## src/design/nksel_pkg.sv

```systemverilog
// Package of types and constants for the nearest-K sorted ellipse list.
`timescale 1ns / 1ps
`default_nettype none

package nksel_pkg;

   // Width of a squared centre distance.
   localparam int DIST_W = 34;

   // Operation codes carried in the mode field.
   localparam logic [1:0] MODE_INSERT  = 2'd0;
   localparam logic [1:0] MODE_READOUT = 2'd1;
   localparam logic [1:0] MODE_CLEAR   = 2'd2;

   // Register indexes of the configuration port.
   localparam logic REG_REF_X = 1'b0;
   localparam logic REG_REF_Y = 1'b1;

   // One input transaction.
   typedef struct packed {
      logic [1:0]         mode;
      logic signed [15:0] center_x;
      logic signed [15:0] center_y;
      logic [15:0]        box_width;
      logic [15:0]        box_height;
      logic [15:0]        box_angle;
      logic [15:0]        line_tag;
   } req_type;

   // One result transaction.
   typedef struct packed {
      logic [3:0]         slot;
      logic [3:0]         count;
      logic signed [15:0] out_center_x;
      logic signed [15:0] out_center_y;
      logic [15:0]        out_width;
      logic [15:0]        out_height;
      logic [15:0]        out_angle;
      logic [15:0]        out_tag;
      logic               entry_valid;
      logic               last;
   } rsp_type;

   // One stored list entry: distance, geometry and attributes.
   typedef struct packed {
      logic [DIST_W-1:0]  distance;
      logic signed [15:0] center_x;
      logic signed [15:0] center_y;
      logic [15:0]        width;
      logic [15:0]        height;
      logic [15:0]        angle;
      logic [15:0]        tag;
   } entry_type;

endpackage

`default_nettype wire

```

## src/design/nksel_list_mem.sv

```systemverilog
// Entry store of the sorted list: one write port and one registered read port.
`timescale 1ns / 1ps
`default_nettype none

module nksel_list_mem
   import nksel_pkg::*;
#(
   parameter int DEPTH  = 8,
   parameter int ADDR_W = 3
) (
   input  wire logic              clock,
   input  wire logic              wr_en,
   input  wire logic [ADDR_W-1:0] wr_addr,
   input  wire entry_type         wr_data,
   input  wire logic              rd_en,
   input  wire logic [ADDR_W-1:0] rd_addr,
   output entry_type              rd_data
);

   entry_type mem [DEPTH];
   entry_type rd_data_ff;

   // Write port.
   always_ff @(posedge clock) begin
      if (wr_en) begin
         mem[wr_addr] <= wr_data;
      end
   end

   // Read port; the data is held until the next read.
   always_ff @(posedge clock) begin
      if (rd_en) begin
         rd_data_ff <= mem[rd_addr];
      end
   end

   assign rd_data = rd_data_ff;

endmodule

`default_nettype wire

```

## src/design/nearest_k_sorted_ellipse_list_unit.sv

```systemverilog
// Top level of the nearest-K sorted ellipse list.
//
//   Port group   Direction   Handshake           Payload
//   req_         in          req_valid/req_stall  req_type
//   rsp_         out         rsp_valid/rsp_stall  rsp_type
//   csr_         in          APB write/read       ref_x, ref_y
//
// One transaction is taken at a time. An insert steps through the offset,
// square-x, square-y and start states, a farthest-entry check on a full list,
// a shift per entry that moves down and one when a held entry stays in front
// of the new one, then the place and result states; a dropped insert goes
// from the check to the result. The shared 16 by 16 multiplier squares both
// offsets in turn and one memory read/write pair per cycle moves the entries.
// A readout sends the held entries in list order, a clear or other code one
// result. After reset the list is empty and no clearing pass is needed.
// A stalled result waits in the output register; the sequencer holds until
// it is taken.
`timescale 1ns / 1ps
`default_nettype none

module nearest_k_sorted_ellipse_list_unit
   import nksel_pkg::*;
#(
   parameter int LIST_SLOTS = 8
) (
   input  wire logic        clock,
   input  wire logic        reset,
   input  wire logic        req_valid,
   output logic             req_stall,
   input  wire req_type     req_data,
   output logic             rsp_valid,
   input  wire logic        rsp_stall,
   output rsp_type          rsp_data,
   input  wire logic        csr_psel,
   input  wire logic        csr_penable,
   input  wire logic        csr_pwrite,
   input  wire logic [2:0]  csr_paddr,
   input  wire logic [31:0] csr_pwdata,
   output logic [31:0]      csr_prdata,
   output logic             csr_pready
);

   localparam int IDX_W = $clog2(LIST_SLOTS);
   localparam int CNT_W = $clog2(LIST_SLOTS + 1);
   localparam logic [CNT_W-1:0] FULL_COUNT = CNT_W'(LIST_SLOTS);
   localparam logic [IDX_W-1:0] LAST_IDX   = IDX_W'(LIST_SLOTS - 1);
   localparam logic [IDX_W-1:0] NEXT_IDX   = IDX_W'(LIST_SLOTS - 2);
   localparam logic [3:0]       DROP_SLOT  = 4'(LIST_SLOTS);

   // Sequencer states.
   localparam logic [3:0] ST_IDLE      = 4'd0;
   localparam logic [3:0] ST_DIFF      = 4'd1;
   localparam logic [3:0] ST_SQX       = 4'd2;
   localparam logic [3:0] ST_SQY       = 4'd3;
   localparam logic [3:0] ST_INS_START = 4'd4;
   localparam logic [3:0] ST_FULL_CMP  = 4'd5;
   localparam logic [3:0] ST_SHIFT     = 4'd6;
   localparam logic [3:0] ST_PLACE     = 4'd7;
   localparam logic [3:0] ST_EMIT      = 4'd8;
   localparam logic [3:0] ST_RD_EMIT   = 4'd9;

   logic [3:0]        state_ff, state_in;
   logic [CNT_W-1:0]  count_ff, count_in;
   logic [IDX_W-1:0]  idx_ff, idx_in;
   req_type           item_ff, item_in;
   logic [15:0]       ax_ff, ax_in;
   logic [15:0]       ay_ff, ay_in;
   logic [DIST_W-1:0] dist_ff, dist_in;
   logic              emit_valid_ff, emit_valid_in;
   logic [3:0]        slot_ff, slot_in;
   logic [15:0]       ref_x_ff, ref_y_ff;
   logic              rsp_valid_ff, rsp_valid_in;
   rsp_type           rsp_data_ff, rsp_data_in;

   logic              req_accept;
   logic              out_free;
   logic              csr_write;
   logic signed [16:0] dx, dy;
   logic [16:0]       dx_neg, dy_neg;
   logic [15:0]       mul_a;
   logic [31:0]       product;
   logic              closer;

   logic              mem_wr_en;
   logic [IDX_W-1:0]  mem_wr_addr;
   entry_type         mem_wr_data;
   logic              mem_rd_en;
   logic [IDX_W-1:0]  mem_rd_addr;
   entry_type         mem_rd_data;
   entry_type         new_entry;

   // Handshakes.
   assign req_stall  = (state_ff != ST_IDLE);
   assign req_accept = req_valid && !req_stall;
   assign out_free   = !rsp_valid_ff || !rsp_stall;
   assign rsp_valid  = rsp_valid_ff;
   assign rsp_data   = rsp_data_ff;

   // Configuration port: reference point registers.
   assign csr_pready = 1'b1;
   assign csr_write  = csr_psel && csr_penable && csr_pwrite;
   assign csr_prdata = (csr_paddr[2] == REG_REF_Y) ? {16'd0, ref_y_ff} : {16'd0, ref_x_ff};

   always_ff @(posedge clock) begin
      if (reset) begin
         ref_x_ff <= '0;
         ref_y_ff <= '0;
      end else if (csr_write) begin
         if (csr_paddr[2] == REG_REF_X) begin
            ref_x_ff <= csr_pwdata[15:0];
         end else begin
            ref_y_ff <= csr_pwdata[15:0];
         end
      end
   end

   // Centre offsets and their magnitudes; no offset can reach -65536.
   assign dx     = {item_ff.center_x[15], item_ff.center_x} - {ref_x_ff[15], ref_x_ff};
   assign dy     = {item_ff.center_y[15], item_ff.center_y} - {ref_y_ff[15], ref_y_ff};
   assign dx_neg = ~dx + 17'd1;
   assign dy_neg = ~dy + 17'd1;

   // The shared multiplier squares the x offset, then the y offset.
   assign mul_a   = (state_ff == ST_SQX) ? ax_ff : ay_ff;
   assign product = 32'(mul_a) * 32'(mul_a);

   // The new entry goes in front of a held entry only when strictly nearer.
   assign closer = (dist_ff < mem_rd_data.distance);

   always_comb begin
      new_entry          = '0;
      new_entry.distance = dist_ff;
      new_entry.center_x = item_ff.center_x;
      new_entry.center_y = item_ff.center_y;
      new_entry.width    = item_ff.box_width;
      new_entry.height   = item_ff.box_height;
      new_entry.angle    = item_ff.box_angle;
      new_entry.tag      = item_ff.line_tag;
   end

   // Sequencer.
   always_comb begin
      state_in      = state_ff;
      count_in      = count_ff;
      idx_in        = idx_ff;
      item_in       = item_ff;
      ax_in         = ax_ff;
      ay_in         = ay_ff;
      dist_in       = dist_ff;
      emit_valid_in = emit_valid_ff;
      slot_in       = slot_ff;
      rsp_valid_in  = rsp_valid_ff && rsp_stall;
      rsp_data_in   = rsp_data_ff;
      mem_wr_en     = 1'b0;
      mem_wr_addr   = idx_ff;
      mem_wr_data   = new_entry;
      mem_rd_en     = 1'b0;
      mem_rd_addr   = idx_ff;

      unique case (state_ff)
         ST_IDLE: begin
            if (req_accept) begin
               item_in       = req_data;
               emit_valid_in = 1'b0;
               slot_in       = '0;
               case (req_data.mode)
                  MODE_INSERT: begin
                     state_in = ST_DIFF;
                  end
                  MODE_READOUT: begin
                     if (count_ff == '0) begin
                        state_in = ST_EMIT;
                     end else begin
                        idx_in      = '0;
                        mem_rd_en   = 1'b1;
                        mem_rd_addr = '0;
                        state_in    = ST_RD_EMIT;
                     end
                  end
                  MODE_CLEAR: begin
                     count_in = '0;
                     state_in = ST_EMIT;
                  end
                  default: begin
                     state_in = ST_EMIT;
                  end
               endcase
            end
         end
         ST_DIFF: begin
            ax_in    = dx[16] ? dx_neg[15:0] : dx[15:0];
            ay_in    = dy[16] ? dy_neg[15:0] : dy[15:0];
            state_in = ST_SQX;
         end
         ST_SQX: begin
            dist_in  = DIST_W'(product);
            state_in = ST_SQY;
         end
         ST_SQY: begin
            dist_in  = dist_ff + DIST_W'(product);
            state_in = ST_INS_START;
         end
         ST_INS_START: begin
            if (count_ff == FULL_COUNT) begin
               mem_rd_en   = 1'b1;
               mem_rd_addr = LAST_IDX;
               state_in    = ST_FULL_CMP;
            end else if (count_ff == '0) begin
               idx_in   = '0;
               state_in = ST_PLACE;
            end else begin
               idx_in      = IDX_W'(count_ff);
               mem_rd_en   = 1'b1;
               mem_rd_addr = IDX_W'(count_ff - CNT_W'(1));
               state_in    = ST_SHIFT;
            end
         end
         ST_FULL_CMP: begin
            // Full list: the new entry is dropped unless nearer than the last.
            if (closer) begin
               idx_in      = LAST_IDX;
               mem_rd_en   = 1'b1;
               mem_rd_addr = NEXT_IDX;
               state_in    = ST_SHIFT;
            end else begin
               emit_valid_in = 1'b0;
               slot_in       = DROP_SLOT;
               state_in      = ST_EMIT;
            end
         end
         ST_SHIFT: begin
            // Move a farther entry down one place and look at the one above.
            if (closer) begin
               mem_wr_en   = 1'b1;
               mem_wr_addr = idx_ff;
               mem_wr_data = mem_rd_data;
               idx_in      = idx_ff - IDX_W'(1);
               if (idx_ff == IDX_W'(1)) begin
                  state_in = ST_PLACE;
               end else begin
                  mem_rd_en   = 1'b1;
                  mem_rd_addr = idx_ff - IDX_W'(2);
               end
            end else begin
               state_in = ST_PLACE;
            end
         end
         ST_PLACE: begin
            mem_wr_en     = 1'b1;
            mem_wr_addr   = idx_ff;
            mem_wr_data   = new_entry;
            emit_valid_in = 1'b1;
            slot_in       = 4'(idx_ff);
            if (count_ff != FULL_COUNT) begin
               count_in = count_ff + CNT_W'(1);
            end
            state_in = ST_EMIT;
         end
         ST_EMIT: begin
            if (out_free) begin
               rsp_valid_in        = 1'b1;
               rsp_data_in         = '0;
               rsp_data_in.slot    = slot_ff;
               rsp_data_in.count   = 4'(count_ff);
               rsp_data_in.last    = 1'b1;
               if (emit_valid_ff) begin
                  rsp_data_in.out_center_x = item_ff.center_x;
                  rsp_data_in.out_center_y = item_ff.center_y;
                  rsp_data_in.out_width    = item_ff.box_width;
                  rsp_data_in.out_height   = item_ff.box_height;
                  rsp_data_in.out_angle    = item_ff.box_angle;
                  rsp_data_in.out_tag      = item_ff.line_tag;
                  rsp_data_in.entry_valid  = 1'b1;
               end
               state_in = ST_IDLE;
            end
         end
         ST_RD_EMIT: begin
            // Send the entry just read and fetch the next one.
            if (out_free) begin
               rsp_valid_in             = 1'b1;
               rsp_data_in.slot         = 4'(idx_ff);
               rsp_data_in.count        = 4'(count_ff);
               rsp_data_in.out_center_x = mem_rd_data.center_x;
               rsp_data_in.out_center_y = mem_rd_data.center_y;
               rsp_data_in.out_width    = mem_rd_data.width;
               rsp_data_in.out_height   = mem_rd_data.height;
               rsp_data_in.out_angle    = mem_rd_data.angle;
               rsp_data_in.out_tag      = mem_rd_data.tag;
               rsp_data_in.entry_valid  = 1'b1;
               rsp_data_in.last         = (CNT_W'(idx_ff) + CNT_W'(1) == count_ff);
               if (CNT_W'(idx_ff) + CNT_W'(1) == count_ff) begin
                  state_in = ST_IDLE;
               end else begin
                  idx_in      = idx_ff + IDX_W'(1);
                  mem_rd_en   = 1'b1;
                  mem_rd_addr = idx_ff + IDX_W'(1);
               end
            end
         end
         default: begin
            state_in = ST_IDLE;
         end
      endcase
   end

   // Control registers.
   always_ff @(posedge clock) begin
      if (reset) begin
         state_ff     <= ST_IDLE;
         count_ff     <= '0;
         rsp_valid_ff <= 1'b0;
      end else begin
         state_ff     <= state_in;
         count_ff     <= count_in;
         rsp_valid_ff <= rsp_valid_in;
      end
   end

   // Working and payload registers.
   always_ff @(posedge clock) begin
      idx_ff        <= idx_in;
      item_ff       <= item_in;
      ax_ff         <= ax_in;
      ay_ff         <= ay_in;
      dist_ff       <= dist_in;
      emit_valid_ff <= emit_valid_in;
      slot_ff       <= slot_in;
      rsp_data_ff   <= rsp_data_in;
   end

   // Entry store.
   nksel_list_mem #(
      .DEPTH  (LIST_SLOTS),
      .ADDR_W (IDX_W)
   ) u_list_mem (
      .clock   (clock),
      .wr_en   (mem_wr_en),
      .wr_addr (mem_wr_addr),
      .wr_data (mem_wr_data),
      .rd_en   (mem_rd_en),
      .rd_addr (mem_rd_addr),
      .rd_data (mem_rd_data)
   );

endmodule

`default_nettype wire

```

## config.mk

```make
export PLATFORM = sky130hd
export DESIGN_NAME = nearest_k_sorted_ellipse_list_unit
export DESIGN_NICKNAME = d
export VERILOG_FILES = /design/src/design/nksel_pkg.sv /design/src/design/nksel_list_mem.sv /design/src/design/nearest_k_sorted_ellipse_list_unit.sv
export SDC_FILE = /design/constraint.sdc
export NUM_CORES = 2
export LEC_CHECK = 0
export ABC_AREA = 0
export BUFFER_PORTS_ARGS = -buffer_cell sky130_fd_sc_hd__buf_2
export CORE_MARGIN = 10
export CORE_UTILIZATION = 45
export CTS_CLUSTER_SIZE = 24
export DETAILED_ROUTE_END_ITERATION = 8
export PLACE_DENSITY = 0.7
export SETUP_SLACK_MARGIN = 0.2
export SYNTH_ARGS = -nofsm -noshare
export SYNTH_HDL_FRONTEND = slang
export SYNTH_SLANG_ARGS = --single-unit
export TNS_END_PERCENT = 50
```

## constraint.sdc

```tcl
create_clock -name clock -period 10.23 [get_ports clock]
set_input_delay 1.5345 -clock clock [delete_from_list [all_inputs] [get_ports clock]]
set_output_delay 1.5345 -clock clock [all_outputs]
set_load 0.01 [all_outputs]
```

== Word level (Yosys, flattened, before mapping) ==
Memory sizes are Yosys's and may differ from the RTL's. A register that Yosys moved wholly into a read port is not among the register bits.
Cells that the tools add are included.

* Bitwise logic cells: 3
* Add/sub/neg operators: 11
* Div/mod/pow operators: 0
* Mux-type cells: 64
* Reductions and logical operators: 26
* Eq/ne operators: 26
* Shifts and indexed selects: 0
* Order comparisons: 1
* Multiply operators: 1

{| class="wikitable"
|+ Operators by type and width
! cell !! count
|-
| $mux W130 || 2
|-
| $mux W106 || 2
|-
| $pmux W106 S2 || 1
|-
| $mux W97 || 1
|-
| $pmux W34 S2 || 1
|-
| $mux W16 || 4
|-
| $mux W4 || 12
|-
| $mux W3 || 14
|-
| $pmux W4 S10 || 1
|-
| $add A34 B32 Y34 || 1
|-
| $lt A34 B34 Y1 || 1
|-
| $sub A16 B16 Y17 || 2
|-
| $add A16 B1 Y16 const B || 2
|-
| $mul A16 B16 Y32 || 1
|-
| $not A16 Y16 || 2
|-
| $pmux W3 S5 || 2
|-
| $ne A2 B2 Y1 const B || 9
|-
| $mux W1 || 17
|-
| $eq A4 B3 Y1 const B || 4
|-
| $pmux W4 S2 || 2
|-
| $eq A4 B4 Y1 const B || 3
|-
| $pmux W4 S3 || 1
|-
| $eq A4 B2 Y1 const B || 2
|-
| $logic_not A4 Y1 || 2
|-
| 31 further kinds || 43
|}

* Input port bits: 140
* Memory bits (writable): 1,040
* Memories kept: 1
* Flip-flop bits (word level): 317
* Output and inout port bits: 141
* Bits in latches: 0
* Bits in read-only memories: 0

{| class="wikitable"
|+ Memory list
! name !! words !! width !! rd ports !! clocked after Yosys merged registers in !! wr ports !! RTL line !! RTL
|-
| u_list_mem.mem || 8 || 130 || 1 || 1 || 1 || nksel_list_mem.sv:20 || <nowiki>entry_type mem [DEPTH];</nowiki>
|}

== Logic depth before layout (Yosys ltp) ==
* Depth in word-level cells: 5
* Mapped depth: 40
* Gate-level depth less buffers: 36

== Modules after synthesis ==
Synthesis repeated with hierarchy kept, for this count alone.

* Cells, all modules: 4,352
* Area total of the unflattened synthesis: 69,351.5 um^2

{| class="wikitable"
|+ By module, submodules not included
! module !! instances !! area an instance (um^2) !! cells each
|-
| nksel_list_mem || 1 || 43,316.5 || 1,645
|-
| nearest_k_sorted_ellipse_list_unit || 1 || 26,035.0 || 2,707
|}

== Least setup slack after synthesis ==
No wires, ideal clock.

* Path type: register to register
* Start point: register state_ff[0]
* End point: register dist_ff[29], data pin
* Required time: 9.961 ns
* Cell stages (with the launch flop): 40
* Arrival: 9.235 ns
* Path slack: 0.726 ns
* Buffers on the path: 4
* Cells stage by stage: dfxtp_1 > clkbuf_1 > nor4_1 > clkbuf_1 > buf_1 > mux2i_1 > clkbuf_1 > inv_1 > nand2_1 > inv_1 > fa_1 > inv_1 > fa_1 > inv_1 > fa_1 > inv_1 > fa_1 > inv_1 > [... 4 more ...] > ha_1 > a211oi_1 > nor2_1 > a311o_1 > and2_1 > o21ai_0 > nand2b_1 > xor2_1 > ha_1 > nand3_1 > nand2_1 > a221oi_1 > o21ai_0 > o211ai_1 > nand2_1 > a311oi_1 > xor2_1 > o21ai_0

* Word-level cells in the longest chain between the ends: 5

{| class="wikitable"
|+ RTL lines
! item !! RTL line !! RTL
|-
| start: declaration || nearest_k_sorted_ellipse_list_unit.sv:62 || <nowiki>logic [3:0] state_ff, state_in;</nowiki>
|-
| start signal: assignment || nearest_k_sorted_ellipse_list_unit.sv:314 || <nowiki>state_ff <= state_in;</nowiki>
|-
| $eq A4 B2 Y1 || nearest_k_sorted_ellipse_list_unit.sv:124, nearest_k_sorted_ellipse_list_unit.sv:160 ||
|-
| $mux W16 || nearest_k_sorted_ellipse_list_unit.sv:124 || <nowiki>assign mul_a = (state_ff == ST_SQX) ? ax_ff : ay_ff;</nowiki>
|-
| $mul A16 B16 Y32 || nearest_k_sorted_ellipse_list_unit.sv:125 || <nowiki>assign product = 32'(mul_a) * 32'(mul_a);</nowiki>
|-
| $add A34 B32 Y34 || nearest_k_sorted_ellipse_list_unit.sv:200 || <nowiki>dist_in = dist_ff + DIST_W'(product);</nowiki>
|-
| $pmux W34 S2 (*) || nearest_k_sorted_ellipse_list_unit.sv:160 || <nowiki>unique case (state_ff)</nowiki>
|-
| named net dist_in[29] || nearest_k_sorted_ellipse_list_unit.sv:68 || <nowiki>logic [DIST_W-1:0] dist_ff, dist_in;</nowiki>
|-
| end signal: assignment || nearest_k_sorted_ellipse_list_unit.sv:326 || <nowiki>dist_ff <= dist_in;</nowiki>
|-
| end: declaration || nearest_k_sorted_ellipse_list_unit.sv:68 ||
|}

The timed path passes the listed nets; every way through them passes the cells marked *.
A chain may end at the register's enable or synchronous reset.

== Final worst setup path ==
* Start point: register state_ff[3]
* End point: register dist_ff[32], data pin

* Word-level cells in the longest chain between the ends: 5

{| class="wikitable"
|+ RTL lines
! item !! RTL line
|-
| $eq A4 B2 Y1 || nearest_k_sorted_ellipse_list_unit.sv:124, nearest_k_sorted_ellipse_list_unit.sv:160
|-
| $mux W16 || nearest_k_sorted_ellipse_list_unit.sv:124
|-
| $mul A16 B16 Y32 || nearest_k_sorted_ellipse_list_unit.sv:125
|-
| $add A34 B32 Y34 || nearest_k_sorted_ellipse_list_unit.sv:200
|-
| $pmux W34 S2 (*) || nearest_k_sorted_ellipse_list_unit.sv:160
|}

Every way passes the cells marked *; elsewhere a longest branch is shown, timed or not.

==> results.py <==
metrics = {
    "outcome": {
        "status": "finished, final reports clean",
    },
    "cts": {
        "cts_buffers": 145,
        "cts_resized": 0,
        "cts_tree": "done",
        "cts.sinks": 1487,
        "clkSlewWorstSetupHoldPaths_ps": 60,
        "clkLatencyLatePin_ps": 780,
        "clock_path_buffers": 3,
        "cts_hold_buf": 0,
        "htree_levels": 4,
        "cts_setup_buffers": 0,
        "clk_root_buffer_cell": "clkbuf_16",
    },
    "layout": {
        "layout.nets": 5642,
        "stdcell_area_mm2": 0.07785,
        "syn_to_final_growth_pct": 11.51,
        "layout-drive-gt1-share": 0.1564,
    },
    "critical_path": {
        "timing.critical_path.fanout_max": 14,
        "worst_ep_arrival_time_ps": 9810,
        "max_stage_delay_ps": 560,
        "endpoint_kind": "flip-flop",
        "criticalPathCategory": "reg2reg",
        "start_kind": "flip-flop",
        "timing.critical_path.required_ps": 10740,
        "slowest_stage": "fa_1",
        "critPathMostFrequentCell": "fa_1",
    },
    "sta": {
        "tightest_slew_ps": 1338,
        "final_max_slew_viol_count": 0,
        "rsz0062_at_grt": "false",
        "clock.fmax_mhz": 107.5,
        "hold_viol_final": 0,
        "final.period_utilization": 0.9097,
        "finalSetupViolations": 0,
        "finalSetupTns_ps": 0,
        "post-route-min-period_ps": 9307,
        "skew_ps": 57.96,
        "slew_headroom": 0.1083,
    },
    "synthesis": {
        "ys_seq_area_frac": 0.6338,
        "ys_warn_count": 0,
        "ys_types": 85,
        "synth.avg_cell_area_um2": 14.27,
        "syn_area_mm2": 0.06981,
        "synthCells": 4891,
        "synthFlopType": "edfxtp_1",
        "async_flop_share": 0,
        "synth_edf_count": 1446,
        "synth-seq-cells": 1487,
    },
    "worst_hold_path": {
        "hold_class": "reg2reg",
    },
    "grt": {
        "grtUsageTotal": 0.1866,
        "grt_pass1_vias": 40790,
        "antenna_found_initial": 7,
        "use_met3": 0.03035,
        "globalRouteOverflowTotal": 0,
        "grt_pass1_wl_um": 247300,
        "grt_use_met1": 0.2535,
        "grt.busiest_layer": "met2",
        "met2_usage": 0.3074,
        "grt_max_degree": 162,
    },
    "floorplanning": {
        "coreArea_mm2": 0.1540,
        "die_w_um": 413.9,
        "ios": 281,
        "die_area_mm2": 0.1713,
        "initial_core_util": 0.4532,
        "dieHeight_um": 413.9,
        "row_count": 144,
    },
    "routing": {
        "wirelength_um": 163500,
        "vias_per_cell": 5.574,
        "post_drt_wl_per_cell_um": 22.41,
        "vias": 40660,
        "drc": 0,
        "drt_iter0_markers": 3643,
        "drt-pass1-iter-count": 5,
        "detail-route-antenna-nets": 0,
    },
    "run": {
        "max_cap_violations": 0,
    },
    "placed_design": {
        "dp_hpwl_um": 96550,
        "place.gp.congestion": 0.8872,
        "postPlaceCellArea_mm2": 0.07324,
        "portBuffers": 245,
    },
}
[Yosys cell counts, types with 9 or more instances]
library cell / instances / area (um^2)
clkbuf_1: 107 / 401.6
nand2_1: 686 / 2575
ha_1: 209 / 2615
o21ai_0: 187 / 935.9
nor2_1: 168 / 630.6
dfxtp_1: 41 / 820.8
a32o_1: 130 / 1301
nor2b_1: 17 / 106.4
a221oi_2: 110 / 1652
inv_1: 317 / 1190
edfxtp_1: 1446 / 43420
nand2b_1: 20 / 125.1
a221oi_1: 26 / 227.7
buf_4: 26 / 195.2
mux2i_1: 405 / 4054
mux2_2: 142 / 1599
nand3_1: 26 / 130.1
o211ai_1: 9 / 67.56
fa_1: 161 / 3223
buf_2: 80 / 400.4
a21oi_1: 116 / 580.6
a211oi_1: 19 / 142.6
and3_1: 21 / 131.4
a21o_1: 45 / 337.8
buf_6: 15 / 168.9
nor3_1: 36 / 180.2
nand4_1: 11 / 68.82
o21a_1: 17 / 127.6
o21bai_1: 10 / 75.07
xor2_1: 50 / 437.9
xnor2_1: 68 / 595.6
a31oi_1: 19 / 118.9
[cell families after synthesis]
group | after synthesis | share of synthesized area
multiplexers | 547 | 0.08098
AO/OA/AOI/OAI | 756 | 0.08820
AND/OR/NAND/NOR | 1047 | 0.06323
other | 2 | 0.0001076
adder cells (fa/ha/maj) | 371 | 0.08377
XOR/XNOR | 118 | 0.01480
buffers and inverters | 563 | 0.03515
flip-flops | 1487 | 0.6338
[state kept, by name, indices dropped and copies added (netlist names)]
register / count
ref_y_ff: 16
u_list_mem.mem: 1040
rsp_valid: 1
item_ff: 96
ref_x_ff: 16
emit_valid_ff: 1
slot_ff: 4
ay_ff: 16
idx_ff: 3
u_list_mem.rd_data: 130
state_ff: 4
rsp_data: 106
ax_ff: 16
count_ff: 4
dist_ff: 34
[final timing paths]
path / end / from / cells past startpoint / slack [ps]
max: dist_ff[32] / state_ff[3] / 32 / 920
min: ref_x_ff[8] / ref_x_ff[8] / 2 / 450
max reg2reg: dist_ff[32] / state_ff[3] / 32 / 920
min reg2reg: ref_x_ff[8] / ref_x_ff[8] / 2 / 450
[layout make-up]
type                            instances  area [um^2]
Fill cell                           12680        76200
Sequential cell                      1487        44240
Multi-Input combinational cell       2856        23320
Clock buffer                          174         3781
Tap cell                             2044         2557
Timing Repair Buffer                  319         1919
Inverter                              323         1212
Clock inverter                         91        813.3
Antenna cell                            1        2.502
[per-stage QoR]
stage / worst slack, ps / utilization / hold slack (ps) / instances
floorplan: 726.4 / - / 406.4 / 4906
global placement: 860.0 / 0.4755 / 442.9 / 7029
detailed placement: 766.8 / 0.4755 / 446.5 / 7029
CTS: 797.0 / 0.5053 / 455.3 / 7294
global route: 321.1 / 0.5053 / 472.3 / 7294
finish: 923.5 / 0.5053 / 454.1 / 7295
[layer usage]
metal,part of all wire,routed length (um),vias to the layer above
li1,-,-,18640
met1,0.43,69590,20440
met2,0.49,79380,1319
met5,0.000080,13,-
met4,0.027,4396,2
met3,0.062,10120,257
[cell usage in the layout (no fill, tap or decap), types with 26 or more instances in the layout]
master and instances:
mux2i_1 405, dfxtp_1 41, a21o_1 45, clkbuf_16 146, xor2_1 50, nor2_1 167, nand2_1 686, fa_1 161
nand3_1 26, clkinv_1 36, nor3_1 34, xnor2_1 68, edfxtp_1 1446, inv_1 317, a32o_1 130, a221oi_1 26
o21ai_0 187, mux2_2 142, ha_1 209, a21oi_1 114, a221oi_2 110, buf_4 63, clkinv_2 29, buf_2 245
[critical path: cells and delay by family, from the launching register on]
family | cells | cell delay, ps
flops | 1 | 290
xor+xnor | 2 | 410
fa+ha+maj | 8 | 3770
simple gates | 6 | 1240
buf+inv | 7 | 1230
compound gates | 8 | 1760
mux | 1 | 350
Power is not shown: default switching activity piles up to over one toggle a cycle in this logic, so the estimate is an artifact.
